===== src/design/assert_macros.svh =====
// Assertion macros for the packet buffer slot manager.
// Each macro samples on clk and is disabled while rst_n is low.
`ifndef ASSERT_MACROS_SVH
`define ASSERT_MACROS_SVH

// Check a property on every clock edge out of reset.
`define PBSM_ASSERT(label, prop, msg) \
    label: assert property (@(posedge clk) disable iff (!rst_n) (prop)) else $error(msg);

// Check that a condition implies another in the same cycle.
`define PBSM_ASSERT_IMPL(label, ante, cons, msg) \
    label: assert property (@(posedge clk) disable iff (!rst_n) (ante) |-> (cons)) else $error(msg);

// Check that a condition implies another in the next cycle.
`define PBSM_ASSERT_NEXT(label, ante, cons, msg) \
    label: assert property (@(posedge clk) disable iff (!rst_n) (ante) |=> (cons)) else $error(msg);

`endif


===== src/design/pbsm_pkg.sv =====
// Shared types and constants of the packet buffer slot manager.
// Used by pbsm_core, pbsm_out_buf and packet_buffer_slot_manager; no dependencies.
package pbsm_pkg;

    // Pool size; slot fields are 4 bits wide, so the pool is fixed at 16 slots
    localparam int SLOTS       = 16;
    localparam int SLOT_W      = $clog2(SLOTS);
    localparam int CNT_W       = $clog2(SLOTS + 1);
    localparam int LEN_W       = 16;
    localparam int DISCARD_W   = 32;
    localparam int IN_TDATA_W  = 24;
    localparam int OUT_TDATA_W = 72;

    localparam logic [LEN_W-1:0] MAX_LEN_RESET = 16'd1500;

    typedef enum logic [1:0] {
        CMD_ADD    = 2'd0,
        CMD_GET    = 2'd1,
        CMD_REMOVE = 2'd2,
        CMD_NOP    = 2'd3
    } cmd_t;

    typedef enum logic [1:0] {
        STATUS_OK       = 2'd0,
        STATUS_OVERSIZE = 2'd1,
        STATUS_REFUSED  = 2'd2
    } status_t;

    typedef struct packed {
        status_t                status;
        logic [SLOT_W-1:0]      slot;
        logic [LEN_W-1:0]       length;
        logic [LEN_W-1:0]       excess;
        logic                   dropped;
        logic [DISCARD_W-1:0]   discards;
    } result_t;

    typedef struct packed {
        logic [CNT_W-1:0] free_count;
        logic [CNT_W-1:0] ready_count;
    } occupancy_t;

endpackage


===== src/design/pbsm_core.sv =====
// Slot bookkeeping: free list, ready queue, stored lengths, owners and discard counter.
// Depends on pbsm_pkg for types and sizes.
module pbsm_core (
    input  logic                          clk,
    input  logic                          rst_n,
    input  logic                          cfg_we,
    input  logic [pbsm_pkg::LEN_W-1:0]    cfg_wdata,
    input  logic                          accept,
    input  pbsm_pkg::cmd_t                cmd,
    input  logic [pbsm_pkg::LEN_W-1:0]    packet_length,
    input  logic [pbsm_pkg::SLOT_W-1:0]   slot_in,
    output pbsm_pkg::result_t             result,
    output pbsm_pkg::occupancy_t          occupancy
);

    typedef enum logic [1:0] {
        OWN_FREE   = 2'd0,
        OWN_QUEUED = 2'd1,
        OWN_HELD   = 2'd2
    } owner_t;

    logic [pbsm_pkg::LEN_W-1:0]     max_len_reg;
    logic [pbsm_pkg::SLOT_W-1:0]    free_slots_reg [pbsm_pkg::SLOTS];
    logic [pbsm_pkg::SLOT_W-1:0]    ready_slots_reg [pbsm_pkg::SLOTS];
    logic [pbsm_pkg::LEN_W-1:0]     slot_lengths_reg [pbsm_pkg::SLOTS];
    owner_t                         owner_reg [pbsm_pkg::SLOTS];

    logic [pbsm_pkg::SLOT_W-1:0]    free_head_reg, free_head_next;
    logic [pbsm_pkg::CNT_W-1:0]     free_count_reg, free_count_next;
    logic [pbsm_pkg::SLOT_W-1:0]    ready_head_reg, ready_head_next;
    logic [pbsm_pkg::CNT_W-1:0]     ready_count_reg, ready_count_next;
    logic [pbsm_pkg::DISCARD_W-1:0] discard_total_reg, discard_total_next;

    logic [pbsm_pkg::SLOT_W-1:0]    free_top, ready_top, free_tail, ready_tail;
    logic                           oversize, count_discard;
    logic                           free_we, ready_we, owner_we;
    logic [pbsm_pkg::SLOT_W-1:0]    free_wd, ready_wd, owner_wa;
    owner_t                         owner_wd;

    // Peek at both queue heads; ring indexes wrap naturally since SLOTS is a power of two
    assign free_top   = free_slots_reg[free_head_reg];
    assign ready_top  = ready_slots_reg[ready_head_reg];
    assign free_tail  = free_head_reg + free_count_reg[pbsm_pkg::SLOT_W-1:0];
    assign ready_tail = ready_head_reg + ready_count_reg[pbsm_pkg::SLOT_W-1:0];
    assign oversize   = packet_length > max_len_reg;

    assign occupancy.free_count  = free_count_reg;
    assign occupancy.ready_count = ready_count_reg;

    // Decode the command into pointer updates, array writes and the result
    always_comb
    begin
        free_head_next   = free_head_reg;
        free_count_next  = free_count_reg;
        ready_head_next  = ready_head_reg;
        ready_count_next = ready_count_reg;
        count_discard    = 1'b0;
        free_we          = 1'b0;
        free_wd          = slot_in;
        ready_we         = 1'b0;
        ready_wd         = free_top;
        owner_we         = 1'b0;
        owner_wa         = slot_in;
        owner_wd         = OWN_FREE;
        result.status    = pbsm_pkg::STATUS_REFUSED;
        result.slot      = '0;
        result.length    = '0;
        result.excess    = '0;
        result.dropped   = 1'b0;

        case (cmd)
            pbsm_pkg::CMD_ADD:
            begin
                if (oversize)
                begin
                    result.status = pbsm_pkg::STATUS_OVERSIZE;
                    result.excess = packet_length - max_len_reg;
                    count_discard = 1'b1;
                end
                else if (free_count_reg != '0)
                begin
                    result.status    = pbsm_pkg::STATUS_OK;
                    result.slot      = free_top;
                    free_head_next   = free_head_reg + 1'b1;
                    free_count_next  = free_count_reg - 1'b1;
                    ready_count_next = ready_count_reg + 1'b1;
                    ready_we         = 1'b1;
                    ready_wd         = free_top;
                end
                else
                begin
                    count_discard = 1'b1;
                    // Reuse the oldest queued slot: pop then push, count unchanged
                    if (ready_count_reg != '0)
                    begin
                        result.status   = pbsm_pkg::STATUS_OK;
                        result.slot     = ready_top;
                        result.dropped  = 1'b1;
                        ready_head_next = ready_head_reg + 1'b1;
                        ready_we        = 1'b1;
                        ready_wd        = ready_top;
                    end
                end
                owner_wa = ready_wd;
                owner_wd = OWN_QUEUED;
                owner_we = ready_we;
            end
            pbsm_pkg::CMD_GET:
            begin
                if (ready_count_reg != '0)
                begin
                    result.status    = pbsm_pkg::STATUS_OK;
                    result.slot      = ready_top;
                    result.length    = slot_lengths_reg[ready_top];
                    ready_head_next  = ready_head_reg + 1'b1;
                    ready_count_next = ready_count_reg - 1'b1;
                    owner_we         = 1'b1;
                    owner_wa         = ready_top;
                    owner_wd         = OWN_HELD;
                end
            end
            pbsm_pkg::CMD_REMOVE:
            begin
                if (owner_reg[slot_in] == OWN_HELD)
                begin
                    result.status   = pbsm_pkg::STATUS_OK;
                    free_we         = 1'b1;
                    free_count_next = free_count_reg + 1'b1;
                    owner_we        = 1'b1;
                    owner_wa        = slot_in;
                    owner_wd        = OWN_FREE;
                end
            end
            default:
            begin
            end
        endcase

        // Saturate the discard counter at its top value
        if (count_discard && (discard_total_reg != '1))
            discard_total_next = discard_total_reg + 1'b1;
        else
            discard_total_next = discard_total_reg;
        result.discards = discard_total_next;
    end

    // Advance control state, free list and owners on each accepted item
    always_ff @(posedge clk or negedge rst_n)
    begin
        if (!rst_n)
        begin
            max_len_reg       <= pbsm_pkg::MAX_LEN_RESET;
            free_head_reg     <= '0;
            free_count_reg    <= pbsm_pkg::CNT_W'(pbsm_pkg::SLOTS);
            ready_head_reg    <= '0;
            ready_count_reg   <= '0;
            discard_total_reg <= '0;
            for (int i = 0; i < pbsm_pkg::SLOTS; i++)
            begin
                free_slots_reg[i] <= pbsm_pkg::SLOT_W'(i);
                owner_reg[i]      <= OWN_FREE;
            end
        end
        else
        begin
            if (cfg_we)
                max_len_reg <= cfg_wdata;
            if (accept)
            begin
                free_head_reg     <= free_head_next;
                free_count_reg    <= free_count_next;
                ready_head_reg    <= ready_head_next;
                ready_count_reg   <= ready_count_next;
                discard_total_reg <= discard_total_next;
                if (free_we)
                    free_slots_reg[free_tail] <= free_wd;
                if (owner_we)
                    owner_reg[owner_wa] <= owner_wd;
            end
        end
    end

    // Write ready queue entries and stored lengths; never read before written
    always_ff @(posedge clk)
    begin
        if (accept && ready_we)
        begin
            ready_slots_reg[ready_tail] <= ready_wd;
            slot_lengths_reg[ready_wd]  <= packet_length;
        end
    end

endmodule


===== src/design/pbsm_out_buf.sv =====
// Two-entry result buffer: output register plus skid register.
// Depends on pbsm_pkg for the result type.
module pbsm_out_buf (
    input  logic              clk,
    input  logic              rst_n,
    input  logic              push,
    input  pbsm_pkg::result_t in_item,
    output logic              in_ready,
    output logic              out_valid,
    input  logic              out_ready,
    output pbsm_pkg::result_t out_item
);

    logic              out_valid_reg, skid_valid_reg;
    pbsm_pkg::result_t out_item_reg, skid_item_reg;
    logic              pop;

    assign pop       = out_valid_reg && out_ready;
    assign in_ready  = !skid_valid_reg;
    assign out_valid = out_valid_reg;
    assign out_item  = out_item_reg;

    // Track which entries hold an item
    always_ff @(posedge clk or negedge rst_n)
    begin
        if (!rst_n)
        begin
            out_valid_reg  <= 1'b0;
            skid_valid_reg <= 1'b0;
        end
        else if (!out_valid_reg || pop)
        begin
            if (skid_valid_reg)
            begin
                out_valid_reg  <= 1'b1;
                skid_valid_reg <= 1'b0;
            end
            else
                out_valid_reg <= push;
        end
        else if (push)
            skid_valid_reg <= 1'b1;
    end

    // Move payloads: refill output from skid first, park new items in skid on stall
    always_ff @(posedge clk)
    begin
        if (!out_valid_reg || pop)
        begin
            if (skid_valid_reg)
                out_item_reg <= skid_item_reg;
            else if (push)
                out_item_reg <= in_item;
        end
        else if (push)
            skid_item_reg <= in_item;
    end

endmodule


===== src/design/packet_buffer_slot_manager.sv =====
// Top level of the packet buffer slot manager.
// Depends on pbsm_pkg, pbsm_core, pbsm_out_buf and assert_macros.svh.
//
// Usage:
//   A pool of 16 buffer slots is handed out through an input stream of
//   commands (add, get, remove, no-op) and answered by one result item per
//   command on the output stream. Packet bytes live outside, addressed by
//   slot number. max_packet_length is written through cfg_we/cfg_wdata.
//   Throughput: one command per cycle while s_tready is high. The whole decision (free list pop,
//   ready queue pop/push, length lookup, counter update) is one pass of
//   logic at the accept edge, so each item sees the state left by the
//   previous one without a bubble.
//   Output: the result of an accepted command is registered in the output
//   register, or in the skid register while the output stalls.
//   Reset: all 16 slots sit on the free list in order, the ready queue is
//   empty, the discard counter is zero and max_packet_length is 1500.
//   Stall: results wait in a two-entry buffer (output register plus skid);
//   s_tready drops only when both entries hold items, and rises again the
//   cycle after the receiver takes one.
`include "assert_macros.svh"

module packet_buffer_slot_manager (
    input  logic                               clk,
    input  logic                               rst_n,
    input  logic                               cfg_we,
    input  logic [pbsm_pkg::LEN_W-1:0]         cfg_wdata,
    input  logic                               s_tvalid,
    output logic                               s_tready,
    // packet_length [15:0], slot_in [19:16], zero [23:20]
    input  logic [pbsm_pkg::IN_TDATA_W-1:0]    s_tdata,
    // cmd [1:0]
    input  logic [1:0]                         s_tuser,
    output logic                               m_tvalid,
    input  logic                               m_tready,
    // slot_out [3:0], length_out [19:4], excess [35:20], dropped_oldest [36],
    // discards [68:37], zero [71:69]
    output logic [pbsm_pkg::OUT_TDATA_W-1:0]   m_tdata,
    // status [1:0]
    output logic [1:0]                         m_tuser
);

    logic                 accept;
    pbsm_pkg::cmd_t       cmd;
    pbsm_pkg::result_t    result, out_item;
    pbsm_pkg::occupancy_t occupancy;

    assign accept = s_tvalid && s_tready;
    assign cmd    = pbsm_pkg::cmd_t'(s_tuser);

    // Decide each command against the slot state
    pbsm_core u_core (
        .clk           (clk),
        .rst_n         (rst_n),
        .cfg_we        (cfg_we),
        .cfg_wdata     (cfg_wdata),
        .accept        (accept),
        .cmd           (cmd),
        .packet_length (s_tdata[15:0]),
        .slot_in       (s_tdata[19:16]),
        .result        (result),
        .occupancy     (occupancy)
    );

    // Hold results until the receiver takes them
    pbsm_out_buf u_out_buf (
        .clk       (clk),
        .rst_n     (rst_n),
        .push      (accept),
        .in_item   (result),
        .in_ready  (s_tready),
        .out_valid (m_tvalid),
        .out_ready (m_tready),
        .out_item  (out_item)
    );

    // Pack the result item onto the output stream
    assign m_tdata = {3'b000, out_item.discards, out_item.dropped, out_item.excess,
                      out_item.length, out_item.slot};
    assign m_tuser = out_item.status;

    // Slots are never counted twice between the free list and the ready queue
    `PBSM_ASSERT(a_occupancy_bound, (pbsm_pkg::CNT_W+1)'(occupancy.free_count) + (pbsm_pkg::CNT_W+1)'(occupancy.ready_count) <= (pbsm_pkg::CNT_W+1)'(pbsm_pkg::SLOTS), "free and ready counts exceed the pool")

    // Reuse of the oldest packet happens only with an empty free list
    `PBSM_ASSERT_IMPL(a_drop_needs_empty, accept && result.dropped, occupancy.free_count == '0, "oldest packet dropped while a slot was free")

    // A successful get shrinks the ready queue by one
    `PBSM_ASSERT_NEXT(a_get_pops, accept && (cmd == pbsm_pkg::CMD_GET) && (occupancy.ready_count != '0), occupancy.ready_count == pbsm_pkg::CNT_W'($past(occupancy.ready_count) - 1'b1), "get did not pop the ready queue")

endmodule


===== config.mk =====
export PLATFORM = sky130hd
export DESIGN_NAME = packet_buffer_slot_manager
export DESIGN_NICKNAME = d
export VERILOG_FILES = /design/src/design/pbsm_pkg.sv /design/src/design/pbsm_core.sv /design/src/design/pbsm_out_buf.sv /design/src/design/packet_buffer_slot_manager.sv
export VERILOG_INCLUDE_DIRS = /design/src /design/src/design
export SDC_FILE = /design/constraint.sdc
export NUM_CORES = 1
export LEC_CHECK = 0
export BUFFER_PORTS_ARGS = -buffer_cell sky130_fd_sc_hd__buf_2
export CORE_MARGIN = 2
export CORE_UTILIZATION = 41
export CTS_CLUSTER_DIAMETER = 200
export DETAILED_ROUTE_END_ITERATION = 16
export MAX_ROUTING_LAYER = met4
export PLACE_DENSITY_LB_ADDON = 0.12
export RECOVER_POWER = 50
export SYNTH_ARGS = -nofsm -noshare
export SYNTH_HDL_FRONTEND = slang
export SYNTH_HIERARCHICAL = 1
export SYNTH_SLANG_ARGS = --single-unit

===== constraint.sdc =====
create_clock -name clk -period 6.91 [get_ports clk]
set_input_delay 0 -clock clk [delete_from_list [all_inputs] [get_ports clk]]
set_output_delay 0 -clock clk [all_outputs]
set_load 0.02 [all_outputs]

==> impl_metrics.toml <==
[cells_and_area]
area_growth_pct = 14.6
layout.nets = 2194
drive_gt1_frac = 0.208
largest_reg_flops = 256
fin_area_mm2 = 0.0324
final_util = 0.474

[global_routing]
antenna_found_initial = 2
grt_pass1_vias = 16900
grt_max_degree = 115
grt_overflow_total = 0
grt_usage = 0.190
grt_pass1_wl_mm = 100

[sta]
period_needed_ps = 5450
finalSetupTns_ps = 0
slew-limit-headroom = -1.94
finalWorstSetupSlack_ps = 1460
worst_pin_slew_ps = 4410
clock.fmax_ghz = 0.183
rsz0062_at_grt = "false"
final_max_slew_viol_count = 208
setup_viol_count_final = 0
period_share = 0.789
hold_viol_final = 0
finClkSkew_ps = 32.6
fin_hold_ws_ps = 41.9

[drt]
drt_iter0_markers = 847
via_per_inst = 5.35
totalWireLength_mm = 64.7
drc = 0
first_pass_iters = 5
ant_nets = 0
wl_per_cell_um = 21.2
routed-via-count = 16300

[worst_setup_path]
reg2reg_from = "u_out_buf/skid_valid_reg"
r2r_cells = 4
reg2reg_setup_slack_ps = 1460
worstPathArrival_ps = 5570
required_ps = 7030
timing.rr.end = "u_out_buf/skid_item_reg[57]"
setup.worst_path.end_class = "flip-flop"
cp_max_fo = 71
setup.worst_path.class = "flip-flop to flip-flop"
start_kind = "flip-flop"

[status]
outcome = "finished, violations left"
violations = "max-capacitance violations, max-slew violations"

[clocking]
clock_sinks = 626
hold_buffers = 69
worstSkewPairLatency_ps = 610
cts_resized = 0
clock_path_buffers = 3
root_buffer = "clkbuf_16"
clk_pin_slew_ps = 60
cts_buffers = 70
post_cts_buffers = 0
tritoncts = "yes"
h-tree-depth = 3

[synthesis]
ys_async_sr_fraction = 0.262
syn-instance-count = 1919
synth_cell_types = 84
yosysTopAreaCell = "edfxtp_1"
synth_edf_count = 462
synth.yosys.seq_area_share = 0.637
ys.warnings.count = 6
synthTopCellsByArea = "edfxtp_1 (49%), dfrtp_1 (11%), mux2_2 (5.3%)"
syn_avg_cell_area_um2 = 14.8
synthFlopType = "edfxtp_1"
synth_area_mm2 = 0.0283
synth_top_area_frac = 0.490
synth_seq_cells = 626

[placement]
dpl.hpwl_mm = 41.5
place_area_mm2 = 0.0297
port_buffers = 115
gp_congestion = 0.801
dp_slack_ps = 2050

[floorplanning]
die_w_um = 267
ios = 123
start_util = 0.413
fp.dieH_um = 267
die-area_mm2 = 0.0712
core_area_mm2 = 0.0685
row_count = 96

[power]
leakage_nw = 12.1
ir_drop_v = 0.000466
p_per_area_mw_per_mm2 = 397

[hold_path]
min_path_type = "input pin to async pin"

[flow_run]
drv_cap = 4
-- report_power, final --
| part | switching (mW) | leakage [nW] | internal, mW |
|---|---|---|---|
| combinational | 2.58 | 4.67 | 1.78 |
| clock | 1.47 | 1.07 | 2.09 |
| sequential | 0.311 | 6.33 | 4.64 |
-- critical path: stages, from the launching register on --
cell	delay, ps
dfrtp_1	520
inv_1	130
and2_0	140
clkbuf_1	1280
and3_1	2810
-- metrics by stage --
stage / cells / power (mW)
3_5_place_dp: 2852 / 9.41
6_report: 3045 / 12.9
4_1_cts: 3043 / 13.1
3_3_place_gp: 2852 / 9.34
2_1_floorplan: 1921 / 8.20
5_1_grt: 3045 / 13.6
-- cell usage in the layout (no fill, tap or decap), types with 40 or more instances in the layout --
master and count:
edfxtp_1 462, nor2_1 146, mux2_2 133, clkbuf_1 125, dfrtp_1 124, nand2_1 92, mux2i_1 81, clkbuf_16 72
a211oi_1 70, dlygate4sd3_1 69, xnor2_1 67, mux2_4 67, o21ai_0 59, nand3_1 43, inv_1 41, dfstp_2 40
-- per-layer routing --
| metal | vias up | global-route usage | wire length (µm) |
|---|---|---|---|
| li1 | 7574 | - | - |
| met1 | 8282 | 0.253 | 29700 |
| met2 | 338 | 0.303 | 30800 |
| met3 | 92 | 0.0282 | 2730 |
| met4 | 0 | 0.0575 | 1400 |
| met5 | - | - | 0 |
-- cells in the mapped netlist, types with 21 or more instances --
cell type and instances:
a211oi_1 70, a21o_1 23, a21oi_1 38, and3_1 21
clkbuf_1 52, dfrtp_1 124, dfstp_2 40, edfxtp_1 462
ha_1 31, inv_1 41, mux2_1 27, mux2_2 133
mux2_4 68, mux2i_1 81, mux4_2 33, nand2_1 92
nand3_1 44, nor2_1 161, o21ai_0 59, xnor2_1 67
xor2_1 33
-- final cells by class --
type / count / area (µm²)
fillers: 6037 / 36000
flip-flops and latches: 626 / 18000
multi-input cells: 1158 / 9610
clock buffers: 93 / 1900
repair buffers: 213 / 1360
well taps: 882 / 1100
clock inverters: 29 / 274
inverters: 42 / 158
diodes: 2 / 5.00
-- worst max-delay path by stage --
stage                             startpoint                       endpoint  slack (ps)  cells after the start
global placement    u_core/ready_head_reg[2]  u_core/slot_lengths_reg[1][6]        2150                     10
global route                           rst_n      u_core/free_slots_reg[44]        1010                      3
floorplan           u_out_buf/skid_valid_reg          u_out_buf/out_item[0]        1790                      6
detailed placement  u_core/ready_head_reg[2]  u_core/slot_lengths_reg[1][8]        2050                     10
CTS                 u_core/ready_head_reg[2]  u_core/slot_lengths_reg[1][0]        2040                     10
finish              u_out_buf/skid_valid_reg    u_out_buf/skid_item_reg[57]        1460                      4
-- cell families (layout without fill, tap and decap cells) --
kind of cell	Yosys count	in the layout	synth area share
buffers and inverters	137	377	0.0257
other	1	5	0.000132
adder cells (fa/ha/maj)	36	36	0.0172
multiplexers	343	343	0.155
flip-flops	626	626	0.637
AO/OA/AOI/OAI	246	246	0.0586
XOR/XNOR	100	100	0.0309
AND/OR/NAND/NOR	430	430	0.0753
(Power assumes the default switching activity.)
